--- config.mk ---
export PLATFORM = sky130hd
export DESIGN_NAME = fgbe_lane
export DESIGN_NICKNAME = d
export VERILOG_FILES = /design/src/fgbe_pkg.sv /design/src/fgbe_div.sv /design/src/fgbe_lane.sv
export SDC_FILE = /design/constraint.sdc
export NUM_CORES = 2
export LEC_CHECK = 0
export BUFFER_PORTS_ARGS = -buffer_cell sky130_fd_sc_hd__buf_2
export CAP_MARGIN = 20
export CORE_ASPECT_RATIO = 0.9
export CORE_MARGIN = 2
export CORE_UTILIZATION = 50
export CTS_BUF_LIST = sky130_fd_sc_hd__clkbuf_16
export CTS_CLUSTER_DIAMETER = 40
export DETAILED_ROUTE_END_ITERATION = 12
export PLACE_DENSITY = 0.68
export SETUP_SLACK_MARGIN = 0.15
export SYNTH_ARGS = -nofsm -noshare
export SYNTH_HDL_FRONTEND = slang
export SYNTH_SLANG_ARGS = --single-unit
--- constraint.sdc ---
create_clock -name i_clk -period 33.2 [get_ports i_clk]
set_input_delay 4.98 -clock i_clk [delete_from_list [all_inputs] [get_ports i_clk]]
set_output_delay 4.98 -clock i_clk [all_outputs]
set_load 0.05 [all_outputs]
--- src/fgbe_pkg.sv ---
package fgbe_pkg;

    // Datapath widths
    localparam int ANGLE_W    = 24;
    localparam int SUM_W      = 32;
    localparam int TIME_W     = 21;
    localparam int IMU_DT_W   = 16;
    localparam int FLOW_W     = 26;
    localparam int DT_W       = 20;
    localparam int LIMIT_W    = 25;
    localparam int GAIN_W     = 17;
    localparam int BIAS_W     = 26;

    localparam int NUM_LANES  = 2;

    // Divider: |angle| * 1e6 fits in 52 bits, divisor is at most 20 bits
    localparam int DIVD_W             = 52;
    localparam int DIV_BITS_PER_CYCLE = 2;
    localparam int DIV_CYCLES         = DIVD_W / DIV_BITS_PER_CYCLE;
    localparam int DIV_CNT_W          = $clog2(DIV_CYCLES);

    localparam logic [DT_W-1:0]   USEC_PER_SEC = 20'd1000000;
    localparam logic [GAIN_W-1:0] Q16_ONE      = 17'd65536;

    // APB register map
    localparam int PADDR_W = 5;
    localparam int PDATA_W = 32;
    localparam int REG_IDX_W = 3;

    localparam logic [REG_IDX_W-1:0] REG_RESET_INTERVAL = 3'd0;
    localparam logic [REG_IDX_W-1:0] REG_MATCH_TOL      = 3'd1;
    localparam logic [REG_IDX_W-1:0] REG_MIN_INTERVAL   = 3'd2;
    localparam logic [REG_IDX_W-1:0] REG_SPIKE_LIMIT    = 3'd3;
    localparam logic [REG_IDX_W-1:0] REG_FILTER_GAIN    = 3'd4;

    localparam logic [DT_W-1:0]    RST_RESET_INTERVAL = 20'd1000000;
    localparam logic [DT_W-1:0]    RST_MATCH_TOL      = 20'd50000;
    localparam logic [DT_W-1:0]    RST_MIN_INTERVAL   = 20'd10000;
    localparam logic [LIMIT_W-1:0] RST_SPIKE_LIMIT    = 25'd1677722;
    localparam logic [GAIN_W-1:0]  RST_FILTER_GAIN    = 17'd655;

    typedef struct packed {
        logic signed [SUM_W-1:0]  sum_angle;
        logic signed [FLOW_W-1:0] flow_angle;
        logic        [DT_W-1:0]   dt_imu;
        logic        [DT_W-1:0]   dt_flow;
        logic signed [BIAS_W-1:0] bias;
    } t_lane_req;

    typedef struct packed {
        logic [LIMIT_W-1:0] spike_limit;
        logic [GAIN_W-1:0]  filter_gain;
    } t_lane_cfg;

endpackage

--- src/fgbe_div.sv ---
module fgbe_div (
    input  logic                            i_clk,
    input  logic                            i_rst_n,
    input  logic                            i_start,
    input  logic [fgbe_pkg::DIVD_W-1:0]     i_dividend,
    input  logic [fgbe_pkg::DT_W-1:0]       i_divisor,
    output logic [fgbe_pkg::DIVD_W-1:0]     o_quotient,
    output logic                            o_done
);

    logic                              r_busy;
    logic                              r_done;
    logic [fgbe_pkg::DIV_CNT_W-1:0]    r_cnt;
    logic [fgbe_pkg::DIVD_W-1:0]       r_q;
    logic [fgbe_pkg::DT_W-1:0]         r_rem;
    logic [fgbe_pkg::DT_W-1:0]         r_div;
    logic [fgbe_pkg::DIVD_W-1:0]       n_q;
    logic [fgbe_pkg::DT_W-1:0]         n_rem;

    // Restoring division, two quotient bits per cycle. Dividend bits shift
    // out of the top of r_q while quotient bits shift in at the bottom.
    always_comb begin
        logic [fgbe_pkg::DT_W:0] v_try;
        n_q   = r_q;
        n_rem = r_rem;
        v_try = '0;
        for (int k = 0; k < fgbe_pkg::DIV_BITS_PER_CYCLE; k++) begin
            v_try = {n_rem, n_q[fgbe_pkg::DIVD_W-1]};
            n_q   = {n_q[fgbe_pkg::DIVD_W-2:0], 1'b0};
            if (v_try >= {1'b0, r_div}) begin
                n_rem  = fgbe_pkg::DT_W'(v_try - {1'b0, r_div});
                n_q[0] = 1'b1;
            end else begin
                n_rem = v_try[fgbe_pkg::DT_W-1:0];
            end
        end
    end

    always_ff @(posedge i_clk) begin
        if (!i_rst_n) begin
            r_busy <= 1'b0;
            r_done <= 1'b0;
            r_cnt  <= '0;
        end else begin
            r_done <= 1'b0;
            if (i_start && !r_busy) begin
                r_busy <= 1'b1;
                r_cnt  <= '0;
                r_q    <= i_dividend;
                r_rem  <= '0;
                r_div  <= i_divisor;
            end else if (r_busy) begin
                r_q   <= n_q;
                r_rem <= n_rem;
                r_cnt <= r_cnt + 1'b1;
                if (r_cnt == fgbe_pkg::DIV_CNT_W'(fgbe_pkg::DIV_CYCLES - 1)) begin
                    r_busy <= 1'b0;
                    r_done <= 1'b1;
                end
            end
        end
    end

    assign o_quotient = r_q;
    assign o_done     = r_done;

endmodule

--- src/fgbe_lane.sv ---
module fgbe_lane (
    input  logic                                 i_clk,
    input  logic                                 i_rst_n,
    input  logic                                 i_start,
    input  fgbe_pkg::t_lane_req                  i_req,
    input  fgbe_pkg::t_lane_cfg                  i_cfg,
    output logic signed [fgbe_pkg::BIAS_W-1:0]   o_bias,
    output logic                                 o_done
);

    localparam int RATE_W = fgbe_pkg::DIVD_W + 1;
    localparam int DIFF_W = RATE_W + 1;
    localparam int PROD_W = fgbe_pkg::GAIN_W + 1 + fgbe_pkg::BIAS_W;
    localparam int ACC_W  = PROD_W + 1;
    localparam int SHR_W  = ACC_W - 16;

    localparam logic signed [SHR_W-1:0] BIAS_MAX = SHR_W'(33554431);
    localparam logic signed [SHR_W-1:0] BIAS_MIN = -SHR_W'(33554431);
    localparam logic signed [ACC_W-1:0] HALF_Q16 = ACC_W'(32768);

    typedef enum logic [2:0] {
        L_IDLE,
        L_MUL,
        L_DIV,
        L_CLAMP,
        L_MUL2,
        L_SUM
    } t_lstate;

    t_lstate                              r_state;
    fgbe_pkg::t_lane_req                  r_req;
    fgbe_pkg::t_lane_cfg                  r_cfg;
    logic                                 r_div_start;
    logic                                 r_done;
    logic                                 r_imu_neg;
    logic                                 r_flow_neg;
    logic [fgbe_pkg::DIVD_W-1:0]          r_imu_prod;
    logic [fgbe_pkg::DIVD_W-1:0]          r_flow_prod;
    logic signed [RATE_W-1:0]             r_ref_rate;
    logic signed [RATE_W-1:0]             r_of_rate;
    logic signed [fgbe_pkg::BIAS_W-1:0]   r_d;
    logic signed [PROD_W-1:0]             r_p0;
    logic signed [PROD_W-1:0]             r_p1;
    logic signed [fgbe_pkg::BIAS_W-1:0]   r_bias_out;

    logic [fgbe_pkg::SUM_W-1:0]           w_imu_mag;
    logic [fgbe_pkg::FLOW_W-1:0]          w_flow_mag;
    logic [fgbe_pkg::DIVD_W-1:0]          w_imu_q;
    logic [fgbe_pkg::DIVD_W-1:0]          w_flow_q;
    logic                                 w_imu_done;
    logic                                 w_flow_done;
    logic signed [DIFF_W-1:0]             w_diff;
    logic signed [DIFF_W-1:0]             w_lim;
    logic [fgbe_pkg::GAIN_W-1:0]          w_g;
    logic [fgbe_pkg::GAIN_W-1:0]          w_gm;
    logic signed [ACC_W-1:0]              w_acc;
    logic signed [SHR_W-1:0]              w_shr;

    assign w_imu_mag  = r_req.sum_angle[fgbe_pkg::SUM_W-1]
                      ? fgbe_pkg::SUM_W'(-r_req.sum_angle) : r_req.sum_angle;
    assign w_flow_mag = r_req.flow_angle[fgbe_pkg::FLOW_W-1]
                      ? fgbe_pkg::FLOW_W'(-r_req.flow_angle) : r_req.flow_angle;

    fgbe_div u_div_imu (
        .i_clk      (i_clk),
        .i_rst_n    (i_rst_n),
        .i_start    (r_div_start),
        .i_dividend (r_imu_prod),
        .i_divisor  (r_req.dt_imu),
        .o_quotient (w_imu_q),
        .o_done     (w_imu_done)
    );

    fgbe_div u_div_flow (
        .i_clk      (i_clk),
        .i_rst_n    (i_rst_n),
        .i_start    (r_div_start),
        .i_dividend (r_flow_prod),
        .i_divisor  (r_req.dt_flow),
        .o_quotient (w_flow_q),
        .o_done     (w_flow_done)
    );

    assign w_diff = DIFF_W'(r_of_rate) - DIFF_W'(r_ref_rate);
    assign w_lim  = $signed({{(DIFF_W - fgbe_pkg::LIMIT_W){1'b0}}, r_cfg.spike_limit});

    // gains above one act as one
    assign w_g  = (r_cfg.filter_gain > fgbe_pkg::Q16_ONE) ? fgbe_pkg::Q16_ONE
                                                          : r_cfg.filter_gain;
    assign w_gm = fgbe_pkg::Q16_ONE - w_g;

    // floor of the Q16 sum with half added: round half up
    assign w_acc = ACC_W'(r_p0) + ACC_W'(r_p1) + HALF_Q16;
    assign w_shr = w_acc[ACC_W-1:16];

    always_ff @(posedge i_clk) begin
        if (!i_rst_n) begin
            r_state     <= L_IDLE;
            r_div_start <= 1'b0;
            r_done      <= 1'b0;
        end else begin
            r_div_start <= 1'b0;
            r_done      <= 1'b0;
            case (r_state)
                L_IDLE: begin
                    if (i_start) begin
                        r_req   <= i_req;
                        r_cfg   <= i_cfg;
                        r_state <= L_MUL;
                    end
                end
                L_MUL: begin
                    r_imu_prod  <= fgbe_pkg::DIVD_W'(w_imu_mag)
                                 * fgbe_pkg::DIVD_W'(fgbe_pkg::USEC_PER_SEC);
                    r_flow_prod <= fgbe_pkg::DIVD_W'(w_flow_mag)
                                 * fgbe_pkg::DIVD_W'(fgbe_pkg::USEC_PER_SEC);
                    r_imu_neg   <= r_req.sum_angle[fgbe_pkg::SUM_W-1];
                    r_flow_neg  <= r_req.flow_angle[fgbe_pkg::FLOW_W-1];
                    r_div_start <= 1'b1;
                    r_state     <= L_DIV;
                end
                L_DIV: begin
                    // both dividers run the same fixed number of cycles
                    if (w_imu_done) begin
                        r_ref_rate <= r_imu_neg ? -$signed({1'b0, w_imu_q})
                                                :  $signed({1'b0, w_imu_q});
                        r_of_rate  <= r_flow_neg ? -$signed({1'b0, w_flow_q})
                                                 :  $signed({1'b0, w_flow_q});
                        r_state    <= L_CLAMP;
                    end
                end
                L_CLAMP: begin
                    if (w_diff > w_lim) begin
                        r_d <= fgbe_pkg::BIAS_W'(w_lim);
                    end else if (w_diff < -w_lim) begin
                        r_d <= fgbe_pkg::BIAS_W'(-w_lim);
                    end else begin
                        r_d <= fgbe_pkg::BIAS_W'(w_diff);
                    end
                    r_state <= L_MUL2;
                end
                L_MUL2: begin
                    r_p0    <= $signed({1'b0, w_gm}) * r_req.bias;
                    r_p1    <= $signed({1'b0, w_g}) * r_d;
                    r_state <= L_SUM;
                end
                L_SUM: begin
                    if (w_shr > BIAS_MAX) begin
                        r_bias_out <= fgbe_pkg::BIAS_W'(BIAS_MAX);
                    end else if (w_shr < BIAS_MIN) begin
                        r_bias_out <= fgbe_pkg::BIAS_W'(BIAS_MIN);
                    end else begin
                        r_bias_out <= fgbe_pkg::BIAS_W'(w_shr);
                    end
                    r_done  <= 1'b1;
                    r_state <= L_IDLE;
                end
                default: begin
                    r_state <= L_IDLE;
                end
            endcase
        end
    end

    assign o_bias = r_bias_out;
    assign o_done = r_done;

    assert property (@(posedge i_clk) disable iff (!i_rst_n)
        w_imu_done == w_flow_done)
        else $error("lane dividers out of step");

endmodule

==> metrics.txt <==
WHS Path Cells 0; Num CTS Buffers 107; Pint 5360 uW; clock-pin transition on the worst setup and hold timing paths 60 ps; fill count 14446; maximum vdd drop 0.000186 V; CP required 33700 ps; Initial Util 0.504; RR Startpoint r_cfg[0]; vias in the first global route 59896; Post-synth EDFFs 684; initial antenna violation count 7; GRT Residual Overflow 0; worst min path class flop to flop; status finished, final reports clean; commonest non-fill, non-tap cells in the layout 1579 x inv_1, 1107 x fa_1, 945 x nand2_1, 806 x ha_1, 684 x edfxtp_1; die area 0.169 mm2; Critical Setup Path Class flop to flop; leak pwr 0.0419 uW; Synth Area per Inst 10.0 um2; Crit Reg-Reg Endpoint r_p0[40]; clock network power share 0.115; min Tclk post-route 12190 ps; R2R Setup Slk 21010 ps; routed via count 57570; Cell variety after synth 80; Worst Setup End Kind flop; total global-route track usage 0.232; metal3 WL 10.2 mm; post-synthesis sequential area ratio 0.252; wire per inst 17.8 um; WL final 191 mm; Die X 433 um; share of cells above drive strength 1 0.0702; Cell Pwr Density 111 mW/mm2; DR top layer met4; pin count of the biggest net entering global routing 128; clock tree root driver cell clkbuf_16; R2R depth 39; Clock Skews 71.4 ps; CTS tree built; Hold Startpoint r_req[42]; via/cell ratio 5.38; CP Max Fanout 51; setup repair bufs after CTS 0; IO Pins 196; met2 routed WL 91.1 mm; htree depth 3; Yosys warning total 0; critical path's largest stage delay 830 ps; Clock Latency Late Sink 760 ps; Fmax 0.0821 GHz; Mapped Cells 8266; Max Cap Viol 0; Comb pwr share 0.731; Final #Nets 10472; asr flop ratio synth 0; setup violators final 0; Die Y 390 um; CORE AREA 0.164 mm2; sequential share of power 0.154; Syn Nets 10348; Bufs on Longest Clock Path 3; hold buffer count at cts 0; cts repair resizes 0; post-DP HPWL 152 mm; Pre-Repair DR Iteration Count 5; Slew Limit Fails 0; Post-Place Cells 10488; predominant post-synthesis flop cell edfxtp_1; Core Rows 141; port buffer count 195; Multi-input gate area 0.0552 mm2; first-pass GRT wire length 314 mm; slew margin rel. 0.245; Worst path slowest cell xnor2_4; Yosys reg bits 702; post-synthesis cell area 0.0828 mm2; Sequential Area 0.0209 mm2; hold endpoint u_div_flow.r_div[16]; Switching Fraction 0.462; NetSw 4620 uW; period utilisation layout 0.367; iteration-0 DRC count of the detailed router 3495; leading cell type in the layout, fill and taps excluded inv_1; clock sinks 702; non-filler cells, final 10703; Worst Path Arrival 12690 ps; Final Hold Vio Count 0; Residual DRC 0; Least-Margin Pin Slew 1120 ps; ANT nets after route 0; Worst setup SP type flop; M1 WL 83.3 mm; gpl congestion 0.928; Sum Neg Setup Slack 0 ps; unrepaired setup endpoints after global routing no; Layout area overhead 8.91%
==> cell usage after synthesis, types with 7 or more instances <==
| library cell | number | share of area |
|---|---|---|
| mux2_2 | 60 | 0.0082 |
| a2111oi_0 | 12 | 0.0013 |
| nor4_1 | 16 | 0.0012 |
| nand2b_1 | 57 | 0.0043 |
| a31oi_1 | 29 | 0.0022 |
| nor2b_1 | 72 | 0.0054 |
| or2_2 | 18 | 0.0014 |
| or4_1 | 34 | 0.0031 |
| o21ai_0 | 222 | 0.013 |
| buf_1 | 16 | 0.00073 |
| a21oi_1 | 295 | 0.018 |
| fa_1 | 1107 | 0.27 |
| or3_1 | 50 | 0.0038 |
| a211oi_1 | 32 | 0.0029 |
| o211ai_1 | 26 | 0.0024 |
| inv_1 | 1571 | 0.071 |
| o21bai_1 | 34 | 0.0031 |
| dfxtp_1 | 18 | 0.0044 |
| nor2_1 | 288 | 0.013 |
| o21ai_1 | 10 | 0.00060 |
| and3_1 | 69 | 0.0052 |
| clkbuf_1 | 231 | 0.010 |
| a21o_1 | 157 | 0.014 |
| edfxtp_1 | 684 | 0.25 |
| a21boi_0 | 11 | 0.0010 |
| ha_1 | 806 | 0.12 |
| and2_1 | 308 | 0.023 |
| a31o_2 | 11 | 0.0012 |
| nand3_1 | 83 | 0.0050 |
| nor3_1 | 101 | 0.0061 |
| a211o_1 | 8 | 0.00085 |
| a221oi_1 | 12 | 0.0013 |
| o31ai_1 | 61 | 0.0055 |
| o2111ai_1 | 7 | 0.00074 |
| o21a_1 | 45 | 0.0041 |
| o31a_1 | 10 | 0.0011 |
| nand4_1 | 60 | 0.0045 |
| mux2i_1 | 51 | 0.0062 |
| nand3b_1 | 10 | 0.00091 |
| o41ai_1 | 29 | 0.0031 |
| nand2_1 | 945 | 0.043 |
| and4_1 | 16 | 0.0017 |
| xnor2_1 | 373 | 0.039 |
| xor2_1 | 122 | 0.013 |
==> worst max path at each step <==
stage	cells past startpoint	start	end
3_3_place_gp	39	r_cfg[0]	r_p0[40]
6_report	39	r_cfg[0]	r_p0[40]
2_1_floorplan	3	i_rst_n	r_cfg[0]
4_1_cts	38	r_cfg[0]	r_p0[43]
5_1_grt	38	r_cfg[0]	r_p0[43]
3_5_place_dp	38	r_cfg[0]	r_p0[43]
==> state kept, by name, indices dropped and copies added, names as in the netlist, 26 cells and up <==
signal                 flops
r_req                    124
u_div_flow.o_quotient     52
r_flow_prod               40
r_imu_prod                46
r_ref_rate                53
r_p0                      44
r_cfg                     42
r_of_rate                 53
o_bias                    26
r_p1                      44
u_div_imu.o_quotient      52
r_d                       26
==> cell families (layout without fill, tap and decap cells) <==
| kind of cell | count (synthesis) | after routing | share of synthesized area |
|---|---|---|---|
| xor+xnor | 495 | 495 | 0.0524 |
| mux | 111 | 111 | 0.0143 |
| other cells | 0 | 3 | 0 |
| flops | 702 | 702 | 0.252 |
| simple gates | 2147 | 2147 | 0.124 |
| compound gates | 1074 | 1074 | 0.0842 |
| fa+ha+maj | 1913 | 1913 | 0.390 |
| buf+inv | 1824 | 2042 | 0.0830 |
==> stage by stage <==
step	total power [uW]	hold slack (ps)	instance area [um2]	util	setup slack (ps)
after global routing	11100	424	90100	0.549	20200
after floorplan	7300	400	82800	-	9810
after CTS	10100	418	90000	0.548	21070
after detailed placement	8830	405	86300	0.525	21000
after global placement	8700	403	86200	0.525	21220
final	9980	417	90100	0.549	21010
==> worst max-delay path: cells and delay by family, from the launching register on <==
family / cells / cell delay, ps
flip-flops: 1 / 500
AND/OR/NAND/NOR: 12 / 3470
AO/OA/AOI/OAI: 10 / 2620
adder cells (fa/ha/maj): 8 / 3740
buffers and inverters: 7 / 720
XOR/XNOR: 2 / 910
==> routing by layer <==
| layer | track usage | vias to the layer above |
|---|---|---|
| li1 | - | 27157 |
| met1 | 0.312 | 28618 |
| met2 | 0.388 | 1495 |
| met3 | 0.0316 | 300 |
| met4 | 0.0725 | 0 |
| met5 | 0 | - |
==> cell type report <==
cell class | count | area share
Multi-Input combinational cell | 5740 | 0.613
Sequential cell | 702 | 0.232
Inverter | 1571 | 0.0654
Tap cell | 2216 | 0.0308
Clock buffer | 108 | 0.0300
Timing Repair Buffer | 268 | 0.0174
Clock inverter | 95 | 0.0118
Antenna cell | 3 | 0.0000833
==> power by group through the flow <==
stage | clock network (uW) | logic, uW | registers (uW)
3_5_place_dp | 0 | 7280 | 1550
5_1_grt | 1220 | 8380 | 1540
2_1_floorplan | 0 | 5760 | 1530
4_1_cts | 1180 | 7340 | 1530
6_report | 1150 | 7300 | 1530
3_3_place_gp | 0 | 7160 | 1550
Note: power is estimated with default switching activity, not from simulation.
